`src/rtl/msfc_pkg.sv`:
```
// Package for the Mode S frame checker and identification decoder.
// Holds the frame constants, the CRC-24 byte update and the character table.
// No dependencies.
`timescale 1ns / 1ps
`default_nettype none

package msfc_pkg;

    typedef logic [3:0] t_count;

    localparam t_count FRAME_BYTES = 4'd14;
    localparam t_count FRAME_LAST  = 4'd13;
    localparam t_count CRC_BYTES   = 4'd11;
    localparam t_count HEAD_BYTES  = 4'd4;

    // Generator 0x1FFF409 without its top bit, which is shifted out.
    localparam logic [23:0] CRC_POLY = 24'hFFF409;

    localparam logic [7:0] CHAR_BLANK = 8'h5F;
    localparam logic [7:0] CHAR_FILL  = 8'h23;
    localparam logic [7:0] CHAR_ALPHA = 8'h40;

    typedef struct packed {
        logic [4:0]  type_code;
        logic        is_ident;
        logic [63:0] callsign;
    } t_ident;

    function automatic logic [23:0] crc_byte(input logic [23:0] crc_in, input logic [7:0] b);
        logic [23:0] c;
        c = crc_in ^ {b, 16'h0000};
        for (int k = 0; k < 8; k++) begin
            if (c[23]) begin
                c = {c[22:0], 1'b0} ^ CRC_POLY;
            end else begin
                c = {c[22:0], 1'b0};
            end
        end
        return c;
    endfunction

    function automatic logic [7:0] glyph(input logic [5:0] code);
        logic [7:0] g;
        if (code >= 6'd1 && code <= 6'd26) begin
            g = CHAR_ALPHA + {2'b00, code};
        end else if (code == 6'd32) begin
            g = CHAR_BLANK;
        end else if (code >= 6'd48 && code <= 6'd57) begin
            g = {2'b00, code};
        end else begin
            g = CHAR_FILL;
        end
        return g;
    endfunction

endpackage

`default_nettype wire

```
`src/rtl/msfc_if.sv`:
```
// Handshake channels of the Mode S frame checker: the byte stream in and
// the decoded frame result out. No dependencies.
`timescale 1ns / 1ps
`default_nettype none

interface msfc_byte_if;
    logic       valid;
    logic       ready;
    logic [7:0] data_byte;
    logic       frame_start;

    modport source(output valid, output data_byte, output frame_start, input ready);
    modport sink(input valid, input data_byte, input frame_start, output ready);
endinterface

interface msfc_result_if;
    logic        valid;
    logic        ready;
    logic        crc_ok;
    logic [23:0] computed_parity;
    logic [4:0]  downlink_format;
    logic [23:0] aircraft_address;
    logic [4:0]  type_code;
    logic        is_identification;
    logic [63:0] callsign_ascii;

    modport source(output valid, output crc_ok, output computed_parity,
                   output downlink_format, output aircraft_address, output type_code,
                   output is_identification, output callsign_ascii, input ready);
    modport sink(input valid, input crc_ok, input computed_parity,
                 input downlink_format, input aircraft_address, input type_code,
                 input is_identification, input callsign_ascii, output ready);
endinterface

`default_nettype wire

```
`src/rtl/mode_s_frame_check_and_ident_decode.sv`:
```
// Mode S extended squitter checker: takes one frame byte per transfer, runs the
// CRC-24 over bytes 0 to 10 and gives one result per 14-byte frame. The input
// takes a byte in every cycle; the result sits in an output register, and the
// input stalls only when that register is still full, the receiver is not ready
// and thirteen bytes of the current frame are already in. A result is registered
// in the cycle after its last byte is taken. Depends on msfc_pkg, msfc_if and msfc_ident.
`timescale 1ns / 1ps
`default_nettype none

module mode_s_frame_check_and_ident_decode (
    input  wire logic       i_clk,
    input  wire logic       i_rst_n,
    msfc_byte_if.sink       i_byte,
    msfc_result_if.source   o_result
);
    import msfc_pkg::*;

    t_count      r_count, n_count;
    logic [23:0] r_crc, n_crc;
    logic [15:0] r_parity, n_parity;
    logic [31:0] r_head, n_head;
    logic [55:0] r_me, n_me;

    logic        r_out_valid;
    logic        r_crc_ok;
    logic [23:0] r_computed;
    logic [4:0]  r_df;
    logic [23:0] r_icao;
    t_ident      r_ident;

    t_ident      ident;
    t_count      pos;
    logic        in_xfer;
    logic        take;
    logic        done;
    logic [23:0] crc_base;
    logic [7:0]  b;

    msfc_ident u_ident (
        .i_me    (r_me),
        .o_ident (ident)
    );

    assign i_byte.ready = !r_out_valid || o_result.ready || (r_count != FRAME_LAST);
    assign in_xfer      = i_byte.valid && i_byte.ready;
    assign b            = i_byte.data_byte;
    assign pos          = i_byte.frame_start ? '0 : r_count;
    assign take         = in_xfer && (pos < FRAME_BYTES);
    assign done         = take && (pos == FRAME_LAST);
    assign crc_base     = i_byte.frame_start ? 24'h0 : r_crc;

    always_comb begin
        n_count  = r_count;
        n_crc    = r_crc;
        n_parity = r_parity;
        n_head   = r_head;
        n_me     = r_me;
        if (take) begin
            n_count = pos + 4'd1;
            n_crc   = (pos < CRC_BYTES) ? crc_byte(crc_base, b) : crc_base;
            if (pos < HEAD_BYTES) begin
                n_head = {r_head[23:0], b};
            end else if (pos < CRC_BYTES) begin
                n_me = {r_me[47:0], b};
            end else begin
                n_parity = {r_parity[7:0], b};
            end
        end
    end

    always_ff @(posedge i_clk) begin
        if (!i_rst_n) begin
            r_count     <= '0;
            r_crc       <= '0;
            r_out_valid <= 1'b0;
        end else begin
            r_count <= n_count;
            r_crc   <= n_crc;
            if (done) begin
                r_out_valid <= 1'b1;
            end else if (o_result.ready) begin
                r_out_valid <= 1'b0;
            end
        end
    end

    always_ff @(posedge i_clk) begin
        r_parity <= n_parity;
        r_head   <= n_head;
        r_me     <= n_me;
        if (done) begin
            r_crc_ok   <= (r_crc == {r_parity, b});
            r_computed <= r_crc;
            r_df       <= r_head[31:27];
            r_icao     <= r_head[23:0];
            r_ident    <= ident;
        end
    end

    assign o_result.valid             = r_out_valid;
    assign o_result.crc_ok            = r_crc_ok;
    assign o_result.computed_parity   = r_computed;
    assign o_result.downlink_format   = r_df;
    assign o_result.aircraft_address  = r_icao;
    assign o_result.type_code         = r_ident.type_code;
    assign o_result.is_identification = r_ident.is_ident;
    assign o_result.callsign_ascii    = r_ident.callsign;

endmodule

`default_nettype wire

```
`src/rtl/msfc_ident.sv`:
```
// Decodes the ME field: type code, identification flag and callsign in ASCII.
// Depends on msfc_pkg.
`timescale 1ns / 1ps
`default_nettype none

module msfc_ident (
    input  wire logic [55:0]    i_me,
    output msfc_pkg::t_ident    o_ident
);
    import msfc_pkg::*;

    logic [4:0] type_code;
    logic       is_ident;
    logic [7:0] chars [8];
    logic [7:0] outc  [8];
    logic [8:0] trail;

    assign type_code = i_me[55:51];
    assign is_ident  = (type_code >= 5'd1) && (type_code <= 5'd4);

    always_comb begin
        trail[8] = 1'b1;
        for (int k = 7; k >= 0; k--) begin
            chars[k] = glyph(i_me[42 - 6 * k +: 6]);
            trail[k] = trail[k + 1] && (chars[k] == CHAR_BLANK);
            outc[k]  = trail[k] ? 8'h00 : chars[k];
        end
    end

    assign o_ident.type_code = type_code;
    assign o_ident.is_ident  = is_ident;
    assign o_ident.callsign  = is_ident ? {outc[0], outc[1], outc[2], outc[3],
                                           outc[4], outc[5], outc[6], outc[7]} : 64'h0;

endmodule

`default_nettype wire

```
`src/flat_wrapper.sv`:
```
// flat-port wrapper written by rule: the top's interface ports become plain ports
module mode_s_frame_check_and_ident_decode_flat import msfc_pkg::*;
  (i_clk, i_rst_n, i_byte_valid, i_byte_data_byte, i_byte_frame_start, i_byte_ready, o_result_valid, o_result_crc_ok, o_result_computed_parity, o_result_downlink_format, o_result_aircraft_address, o_result_type_code, o_result_is_identification, o_result_callsign_ascii, o_result_ready);
  msfc_byte_if i_byte_i ();
  msfc_result_if o_result_i ();
  input  wire logic i_clk;
  input  wire logic i_rst_n;
  input wire logic [$bits(i_byte_i.valid)-1:0] i_byte_valid;
  input wire logic [$bits(i_byte_i.data_byte)-1:0] i_byte_data_byte;
  input wire logic [$bits(i_byte_i.frame_start)-1:0] i_byte_frame_start;
  output wire logic [$bits(i_byte_i.ready)-1:0] i_byte_ready;
  output wire logic [$bits(o_result_i.valid)-1:0] o_result_valid;
  output wire logic [$bits(o_result_i.crc_ok)-1:0] o_result_crc_ok;
  output wire logic [$bits(o_result_i.computed_parity)-1:0] o_result_computed_parity;
  output wire logic [$bits(o_result_i.downlink_format)-1:0] o_result_downlink_format;
  output wire logic [$bits(o_result_i.aircraft_address)-1:0] o_result_aircraft_address;
  output wire logic [$bits(o_result_i.type_code)-1:0] o_result_type_code;
  output wire logic [$bits(o_result_i.is_identification)-1:0] o_result_is_identification;
  output wire logic [$bits(o_result_i.callsign_ascii)-1:0] o_result_callsign_ascii;
  input wire logic [$bits(o_result_i.ready)-1:0] o_result_ready;
  assign i_byte_i.valid = i_byte_valid;
  assign i_byte_i.data_byte = i_byte_data_byte;
  assign i_byte_i.frame_start = i_byte_frame_start;
  assign i_byte_ready = i_byte_i.ready;
  assign o_result_valid = o_result_i.valid;
  assign o_result_crc_ok = o_result_i.crc_ok;
  assign o_result_computed_parity = o_result_i.computed_parity;
  assign o_result_downlink_format = o_result_i.downlink_format;
  assign o_result_aircraft_address = o_result_i.aircraft_address;
  assign o_result_type_code = o_result_i.type_code;
  assign o_result_is_identification = o_result_i.is_identification;
  assign o_result_callsign_ascii = o_result_i.callsign_ascii;
  assign o_result_i.ready = o_result_ready;
  mode_s_frame_check_and_ident_decode u_core (.i_clk(i_clk), .i_rst_n(i_rst_n), .i_byte(i_byte_i), .o_result(o_result_i));
endmodule
```
`config.mk`:
```
export PLATFORM = sky130hd
export DESIGN_NAME = mode_s_frame_check_and_ident_decode_flat
export DESIGN_NICKNAME = d
export VERILOG_FILES = /design/src/rtl/msfc_pkg.sv /design/src/rtl/msfc_if.sv /design/src/rtl/mode_s_frame_check_and_ident_decode.sv /design/src/rtl/msfc_ident.sv /design/src/flat_wrapper.sv
export SDC_FILE = /design/constraint.sdc
export NUM_CORES = 1
export LEC_CHECK = 0
export ABC_AREA = 1
export ABC_CLOCK_PERIOD_IN_PS = 4870
export BUFFER_PORTS_ARGS = -buffer_cell sky130_fd_sc_hd__buf_2
export CORE_ASPECT_RATIO = 1.2
export CORE_UTILIZATION = 50
export CTS_CLUSTER_SIZE = 30
export DETAILED_ROUTE_END_ITERATION = 10
export GPL_TIMING_DRIVEN = 0
export PLACE_DENSITY_LB_ADDON = 0.12
export SETUP_SLACK_MARGIN = 0.15
export SYNTH_ARGS = -nofsm -noshare
export SYNTH_HDL_FRONTEND = slang
export SYNTH_HIERARCHICAL = 1
export SYNTH_SLANG_ARGS = --single-unit
```
`constraint.sdc`:
```
create_clock -name i_clk -period 4.87 [get_ports i_clk]
set_input_delay 0.974 -clock i_clk [delete_from_list [all_inputs] [get_ports i_clk]]
set_output_delay 0.974 -clock i_clk [all_outputs]
set_load 0.02 [all_outputs]
```
---- Word-level counts from Yosys, hierarchy flattened ----
Cells that the tools add are included.
Widths: inputs -> output; s select.
operators by class
  bitwise operators ....................... 12
  $add $sub $neg .......................... 9
  magnitude comparators ................... 37
  muxes and demuxes ....................... 44
  equality and inequality tests ........... 19
  reduce and logical (&&, ||, !) cells .... 42
operators by type and width
  cell                 number
  $mux 24              17
  $not 15->15          8
  $add 7x6->8 const A  8
  $eq 8x7->1 const B   8
  $mux 8               8
  $mux 7               8
  $eq 6x6->1 const B   8
  $ge 6x1->1 const B   8
  $ge 6x6->1 const B   8
  $le 6x5->1 const B   8
  $le 6x6->1 const B   8
  $mux 6               8
  $logic_and 1x1->1    27
  $eq 24x24->1         1
  $xor 24x24->24       1
  $reduce_or 2->1      8
  $lt 4x4->1 const B   2
  $reduce_and 3->1     2
  $ge 5x1->1 const B   1
  $le 5x3->1 const B   1
  $add 4x1->4 const B  1
  $eq 4x4->1 const B   1
  $lt 4x3->1 const B   1
  $mux 4               1
  7 further kinds      11
word-level totals
  flip-flop bits (word level) ............. 257
  logic and storage cells ................. 183
  bits of input ports ..................... 13
  output and inout bits ................... 126

---- Logic depth before layout (Yosys ltp) ----
Gate-level depths: netlist of the first run.
  depth in word-level cells ............... 27
  mapped depth ............................ 17
  depth with buffers taken out ............ 17

---- Modules after synthesis ----
The synthesis of the first run kept the hierarchy.
modules (own cells, without submodules)
  module                               times used  cells an instance  area an instance (µm²)  seq. area each (µm²)
  mode_s_frame_check_and_ident_decode  1           615                9282.7                  7337.0
  msfc_ident                           1           291                1472.7                  0.0

---- Worst setup path after synthesis of the first run ----
Ideal clock, no wire load.
  path kind ............................... input to register
  start point ............................. input i_byte_frame_start
  end point ............................... register u_core.r_me[0], enable pin
  data required time ...................... 4.400 ns
  library setup time ...................... 0.470 ns
  data arrival time ....................... 4.586 ns
  buffers on the path ..................... 3
  stages on the path ...................... 10
  path slack .............................. -0.186 ns
  path through ............................ inv_2 > buf_6 > buf_2 > nand2_1 > inv_1 > ha_1 > o21ai_0 > nand2_2 > buf_2 > nor2_1
between the ends
  word-level cells in the longest chain between the ends .. 4
  elaborated cells on any way between the ends .. 7
  classes of those cells .................. order compare (3); mux (1); bitwise (1); reduce/logical (2)
ends and longest elaborated chain
  item                                                   RTL line                                                                              source
  from (decl)                                            flat_wrapper.sv:10                                                                    input wire logic [$bits(i_byte_i.frame_start)-1:0] i_byte_frame_start;
  $mux 4 (*)                                             mode_s_frame_check_and_ident_decode.sv:47                                             assign pos = i_byte.frame_start ? '0 : r_count;
  $lt 4x4->1 / $lt 4x3->1 (equally long branches)        mode_s_frame_check_and_ident_decode.sv:48, mode_s_frame_check_and_ident_decode.sv:61
  $logic_and 1x1->1 / $not 1->1 (equally long branches)  n/a
  $reduce_and 3->1 (no source line) (*)                  n/a
  to (signal assigned)                                   mode_s_frame_check_and_ident_decode.sv:90                                             r_me <= n_me;
  to (decl)                                              mode_s_frame_check_and_ident_decode.sv:22                                             logic [55:0] r_me, n_me;
Every way passes the cells marked *; elsewhere a longest branch is shown, timed or not.
A chain may end at the register's enable or synchronous reset.

---- Final worst setup path of the first run ----
  start point ............................. input i_byte_frame_start
  end point ............................... register u_core.r_me[45], enable pin
Same word-level chain as after synthesis.

==> results of run 1 <==
[stage by stage]
stage	setup WS, ns	utilization (%)	instance area, um2	hold slack (ns)	TNS (ns)
floorplan	0.277	-	10700	0.400	0
global placement	-1.15	55.9	11700	0.403	-178.92
detailed placement	0.887	56.3	11800	0.405	0
CTS	1.45	60.4	12700	0.416	0
global route	1.19	60.4	12700	0.427	0
finish	1.36	60.4	12700	0.415	0
[power by group]
| part | total [mW] | leakage, nW | internal, mW | switching (mW) |
|---|---|---|---|---|
| logic | 0.513 | 2.54 | 0.176 | 0.337 |
| clock network | 1.95 | 0.411 | 1.16 | 0.785 |
| registers | 2.48 | 2.33 | 2.41 | 0.0690 |
[worst max-delay path by stage]
stage                  startpoint                                  end  slack [ns]
2_1_floorplan      o_result_ready  u_core/o_result.aircraft_address[0]        0.28
3_3_place_gp   i_byte_frame_start   u_core/o_result.computed_parity[5]       -1.15
3_5_place_dp   i_byte_frame_start                      u_core/r_me[52]        0.89
4_1_cts        i_byte_frame_start                      u_core/r_me[45]        1.45
5_1_grt        i_byte_frame_start                      u_core/r_me[45]        1.19
6_report       i_byte_frame_start                      u_core/r_me[45]        1.36
[state kept, by name, summed over array words and instances (netlist names)]
name,cells
u_core/r_me,53
u_core/r_count,4
u_core/o_result.downlink_format,5
u_core/o_result.aircraft_address,24
u_core/o_result.is_identification,1
u_core/r_crc,24
u_core/o_result.valid,1
u_core/o_result.type_code,5
u_core/r_parity,16
u_core/o_result.crc_ok,1
u_core/o_result.computed_parity,24
u_core/r_head,29
u_core/o_result.callsign_ascii,64
[cell type report]
| cell class | count | area share [%] |
|---|---|---|
| plain buffers | 27 | 1.33 |
| clock buffers | 34 | 5.78 |
| clock inverters | 14 | 1.03 |
| inverters | 103 | 3.09 |
| multi-input cells | 529 | 22.9 |
| flip-flops and latches | 251 | 57.2 |
| well taps | 270 | 2.67 |
| repair buffers | 141 | 5.97 |
[layer usage]
metal	wire, um	GRT usage, %	vias up
met5	0	0	-
met4	588	6.84	0
met3	1220	2.84	47
met2	11300	36.4	223
met1	9260	25.6	3311
li1	-	-	3425
[cell usage in the layout (no fill, tap or decap), types with 3 or more instances in the layout]
| master | instances |
|---|---|
| nand2_4 | 3 |
| o21ai_0 | 30 |
| xor2_1 | 32 |
| nor2_1 | 83 |
| o21a_1 | 9 |
| nand2_1 | 154 |
| inv_1 | 95 |
| xor2_2 | 4 |
| buf_2 | 143 |
| clkinvlp_4 | 5 |
| buf_4 | 14 |
| nand3_2 | 4 |
| nor2_2 | 10 |
| nand4_1 | 8 |
| conb_1 | 8 |
| nor2_4 | 5 |
| a211oi_1 | 4 |
| nand3_4 | 3 |
| clkbuf_1 | 10 |
| edfxtp_1 | 222 |
| xnor2_1 | 13 |
| nor3_1 | 17 |
| buf_6 | 3 |
| o211ai_1 | 7 |
| dfxtp_1 | 29 |
| clkbuf_8 | 3 |
| inv_2 | 7 |
| nor4_1 | 3 |
| nand3b_1 | 4 |
| clkbuf_16 | 27 |
| a21oi_1 | 38 |
| clkinv_2 | 5 |
| nand3_1 | 56 |
| or2_2 | 4 |
| nand2_2 | 8 |
[worst max-delay path: stages]
cell and delay (ns):
buf_2 0.15, clkbuf_1 0.50, nor2_1 0.20, ha_1 0.25, o21ai_0 0.33, nand2_2 0.26
buf_2 0.28, nor2_4 0.46, buf_12 0.28
==> summary.txt, run 1 <==
Route
  – Drt first pass iters: 7
  – Antenna Violating Nets Remaining: 0
  – Via-to-Cell Ratio: approximately 5.1
  – WL/cell: around 16 um
  – Via count: 7006
  – DRC: 0
  – Initial DRC Count: 448
  – Post-Route WL: 22.3 mm

Final layout
  – Non-filler cells, final: 1369
  – Post-layout nets: around 1100
  – Footprint of the multi-input gates: 0.00290 mm2
  – Area delta synth->final: 18.8%
  – Reg area: 0.00725 mm2
  – # diodes: 0
  – Share of layout cells above drive strength 1: 23.7%
  – Filler Cells Inserted: 1709

Global routing
  – Antenna violations before repair: 0
  – Vias in the first global route: 6729
  – GRT Total Usage: 20.5%
  – Total global routing overflow: 0
  – First-pass GRT wire length: around 35 mm
  – Largest net degree at the start of global routing: 82

Clocking
  – CTS sink count: 251
  – CTS Buf Count: 26
  – Post-CTS Repair Setup Buffers: 0
  – Max Root-Sink Buffers: 3
  – Clk slew on worst S/H paths: 0.06 ns
  – # resized after CTS: 0
  – H-tree Lvls: 1
  – Hold_buf cts: 0
  – Clk_lat worst skew: around 0.51 ns
  – CTS tree: built
  – Clk root buf: clkbuf_16

Pwr
  – Pwr Density: 390 mW/mm2
  – VDD IR-drop max: 0.306 mV
  – Final Power: a little under 5 mW
  – Leakage power: 5.29 nW

Synthesis
  – Post-Syn Area per Cell: 11.8 um2
  – Post-Syn Instances: 903
  – Cell area after synthesis: 0.0107 mm2
  – Ys Warns: 6

STA
  – Slew HR: 40.2%
  – Final worst path period need: between 3 and 4 ns
  – Final setup violation count: 0
  – Layout Skew: 0.00937 ns
  – Final hold vios: 0
  – Fmax: between 200 and 300 MHz
  – Slew Limit Fails: 0
  – RSZ-0062 raised after global routing: no
  – Crit share post-route: between 70% and 80%
  – Worst-margin pin slew: slightly below 0.9 ns

Outcome
  – Status: finished, final reports clean

Worst setup path
  – WP data arrival: 3.72 ns
  – WP data required: 5.07 ns
  – WS Path Type: in -> reg
  – Critical Path Fanout Max: 35
  – Critical Path Sink Type: flop
  – Reg2Reg Setup Slack: 2.21 ns
  – R2R cell count: 11
  – Worst flop-to-flop path startpoint: u_core/r_count[3]
  – CP Launch Type: input port
  – Reg-to-reg endpoint: u_core/r_me[45]

Hold path
  – Worst Hold Depth: 0
  – HP Start: u_core/r_head[27]
  – Worst Hold Endpoint: u_core/o_result.downlink_format[0]
  – Hold WC Path Type: reg -> reg

Floorplanning
  – Die area: roughly 0.022 mm2
  – Die width: ~140 um
  – Die H: 162 um
  – Core footprint: 0.0210 mm2
  – Starting density of the core: 50.9%
  – Io pins: 139
  – Num rows: just under 60

Run
  – Max Cap Viol: 0

Place
  – Cells after DPL: around 1300
  – I/O Buffers: 137
  – Final RePlAce weighted congestion: 0.917
  – Post-detail-place hpwl: about 16 mm
No activity file was read; power rests on OpenSTA's default activity.
==> run 2: changes to the inputs <==
ABC_CLOCK_PERIOD_IN_PS = 3200   (was 4870)
clock period = 3.2 ns   (was 4.87 ns; I/O delays follow)
==> run 2 against run 1 <==
  * Critical path depth fell by 1
  * Setup slack got worse by 1.1 ns
  * Via count grew 0.46%
  * Critical endpoint is now u_core/r_me[38]
  * Highest routed layer unchanged
==> summary.txt, run 2 (same netlist as run 1, synthesis figures left out) <==
STA
  – Worst-margin pin slew: 1.03 ns (+0.139 ns)
  – Setup TNS: 0 ns (unchanged)
  – Slew Limit Fails: 0 (unchanged)
  – Fmax: roughly 340 MHz
  – RSZ-0062 raised after global routing: yes
  – Final setup violation count: 0 (unchanged)
  – Layout Skew: 0.0124 ns (+0.00301 ns)
  – Final worst path period need: between 2 and 3 ns
  – Crit share post-route: about 93%
  – Setup ws final: 0.237 ns (-1.12 ns)
  – Final hold vios: 0 (unchanged)
  – Slew HR: 31.0% (-9.2 points)

Floorplanning
  – Die width: 135 um (unchanged)
  – Num rows: 58 (unchanged)
  – Starting density of the core: 50.9% (unchanged)
  – Die area: 0.0219 mm2 (unchanged)
  – Io pins: 139 (unchanged)
  – Die H: 162 um (unchanged)
  – Core footprint: 0.0210 mm2 (unchanged)

Place
  – I/O Buffers: 137 (unchanged)
  – Pre-CTS setup slack: -0.868 ns (-1.75 ns)
  – Post-detail-place hpwl: 15.8 mm (-0.28%)
  – Cells after DPL: 1322 (+0.076%)
  – Final RePlAce weighted congestion: 0.933 (+1.8%)

Clocking
  – Post-CTS Repair Setup Buffers: 0 (unchanged)
  – CTS tree: built
  – Clk_lat worst skew: 0.51 ns (about the same)
  – Clk root buf: clkbuf_16
  – Max Root-Sink Buffers: 3 (unchanged)
  – CTS Buf Count: 25 (-3.8%)
  – H-tree Lvls: 1 (unchanged)
  – CTS sink count: 251 (unchanged)
  – Clk slew on worst S/H paths: 0.06 ns (about the same)

Pwr
  – Leakage power: 5.30 nW (+0.19%)
  – VDD IR-drop max: 0.484 mV (+58%)
  – Final Power: 7.57 mW (+53%)
  – Pwr Density: 594 mW/mm2 (+52%)

Global routing
  – Routing usage on met1: 27.2% (+1.5 points)
  – Global routing usage on met2: 35.7% (-0.68 points)
  – Top Usage Layer GRT: met2
  – Antenna violations before repair: 0 (unchanged)
  – Met3 Resource Use GR: 2.87% (+0.031 points)
  – Largest net degree at the start of global routing: 45 (-45%)
  – GRT Total Usage: 20.9% (+0.42 points)
  – First-pass GRT wire length: 34.8 mm (+0.66%)
  – Vias in the first global route: 6653 (-1.1%)
  – Total global routing overflow: 0 (unchanged)

Route
  – Post-Route WL: 22.5 mm (+0.88%)
  – DRC: 0 (unchanged)
  – WL/cell: 16.4 um (+0.80%)
  – Via-to-Cell Ratio: 5.14 (+0.38%)
  – Antenna Violating Nets Remaining: 0 (unchanged)
  – Drt first pass iters: 5 (-2)
  – Initial DRC Count: 537 (+20%)
  – Via count: 7038 (+0.46%)

Outcome
  – Status: finished, final reports clean

Worst setup path
  – Most common cell on crit path: buf_2
  – Delay-heaviest family, CP: buffers and inverters
  – Slowest cell on crit path: clkbuf_1
  – Critical Path Sink Type: flop
  – Critical Path, Cell by Cell: buf_2 > clkbuf_1 > nor2_1 > ha_1 > o21ai_0 > nand2_2 > buf_2 > nor2_4
  – WS Path Type: in -> reg
  – WP data arrival: 3.11 ns (-0.61 ns)
  – CP Launch Type: input port
  – CP peak stage delay: 0.51 ns (about the same)
  – WP data required: 3.35 ns (-1.72 ns)
  – Critical Path Fanout Max: 14 (-60%)
  – Crit path buffers/inverters: 3 (-1)

Final layout
  – Max FFs per register: 64 (unchanged)
  – Utilization after layout: 60.7% (+0.30 points)
  – # diodes: 0 (unchanged)
  – Post-layout nets: 1097 (+0.27%)
  – Footprint of the multi-input gates: 0.00296 mm2 (+1.9%)
  – Filler Cells Inserted: 1722 (+0.76%)
  – Most common cell after layout, fill and taps aside: edfxtp_1
  – Commonest non-fill, non-tap cells in the layout: 222 x edfxtp_1, 154 x nand2_1, 142 x buf_2, 94 x inv_1, 81 x nor2_1
  – Non-filler cells, final: 1370 (+0.073%)
  – Reg area: 0.00725 mm2 (unchanged)
  – Area delta synth->final: 19.4%
  – Share of layout cells above drive strength 1: 24.1% (+0.34 points)

Hold path
  – Hold WC Path Type: reg -> reg

Run
  – Max Cap Viol: 0 (unchanged)
==> run 2: cell types whose count changed in the layout (fill, tap and decap cells not counted), sizes merged <==
cell | before | now
clkbuf | 40 | 31
clkinvlp | 5 | 3
bufinv | 2 | 5
clkinv | 7 | 12
nor2 | 99 | 102
buf | 162 | 163
==> run 2: report_power, final <==
| part | internal [mW] | switching [mW] | leakage, nW |
|---|---|---|---|
| combinational | 0.269 | 0.519 | 2.55 |
| sequential | 3.67 | 0.107 | 2.33 |
| clock | 1.83 | 1.18 | 0.412 |
| total | 5.76 | 1.80 | 5.30 |
==> run 2: metal layers <==
metal  wire, um  vias to the layer above  part of all wire [%]
met3       1320                       40                   5.9
met2      11000                      248                    49
met5          0                        -                     0
met4        593                        0                   2.6
li1           -                     3430                     -
met1       9600                     3320                    43
==> run 2: final timing paths <==
check | to | slack [ns] | cells past startpoint | startpoint
min reg2reg | u_core/o_result.downlink_format[0] | 0.42 | 0 | u_core/r_head[27]
max reg2reg | u_core/r_me[38] | 0.77 | 7 | u_core/r_count[1]
max | u_core/r_me[38] | 0.24 | 8 | i_byte_frame_start
min | u_core/o_result.downlink_format[0] | 0.42 | 0 | u_core/r_head[27]
==> run 2: final cells by class <==
type | count | area share [%]
buffer | 27 | 1.38
clock buffer | 25 | 4.91
clock inverter | 20 | 1.79
inverter | 103 | 3.07
multi-input combinational | 532 | 23.2
sequential | 251 | 56.9
tap | 270 | 2.65
timing repair buffer | 142 | 6.03
==> run 2: metrics by stage <==
| stage | hold WS, ns | instance area [um2] |
|---|---|---|
| 2_1_floorplan | 0.400 | 10700 |
| 3_3_place_gp | 0.403 | 11800 |
| 3_5_place_dp | 0.407 | 11800 |
| 4_1_cts | 0.423 | 12700 |
| 5_1_grt | 0.427 | 12700 |
| 6_report | 0.420 | 12700 |
==> run 2: repair_timing <==
| item | in CTS | in global routing |
|---|---|---|
| pin swaps | 2 | 0 |
| hold buffers | 0 | 0 |
| setup endpoints to repair | 53 | 39 |
| gates resized for setup | 1 | 2 |
| cloned | 2 | 1 |
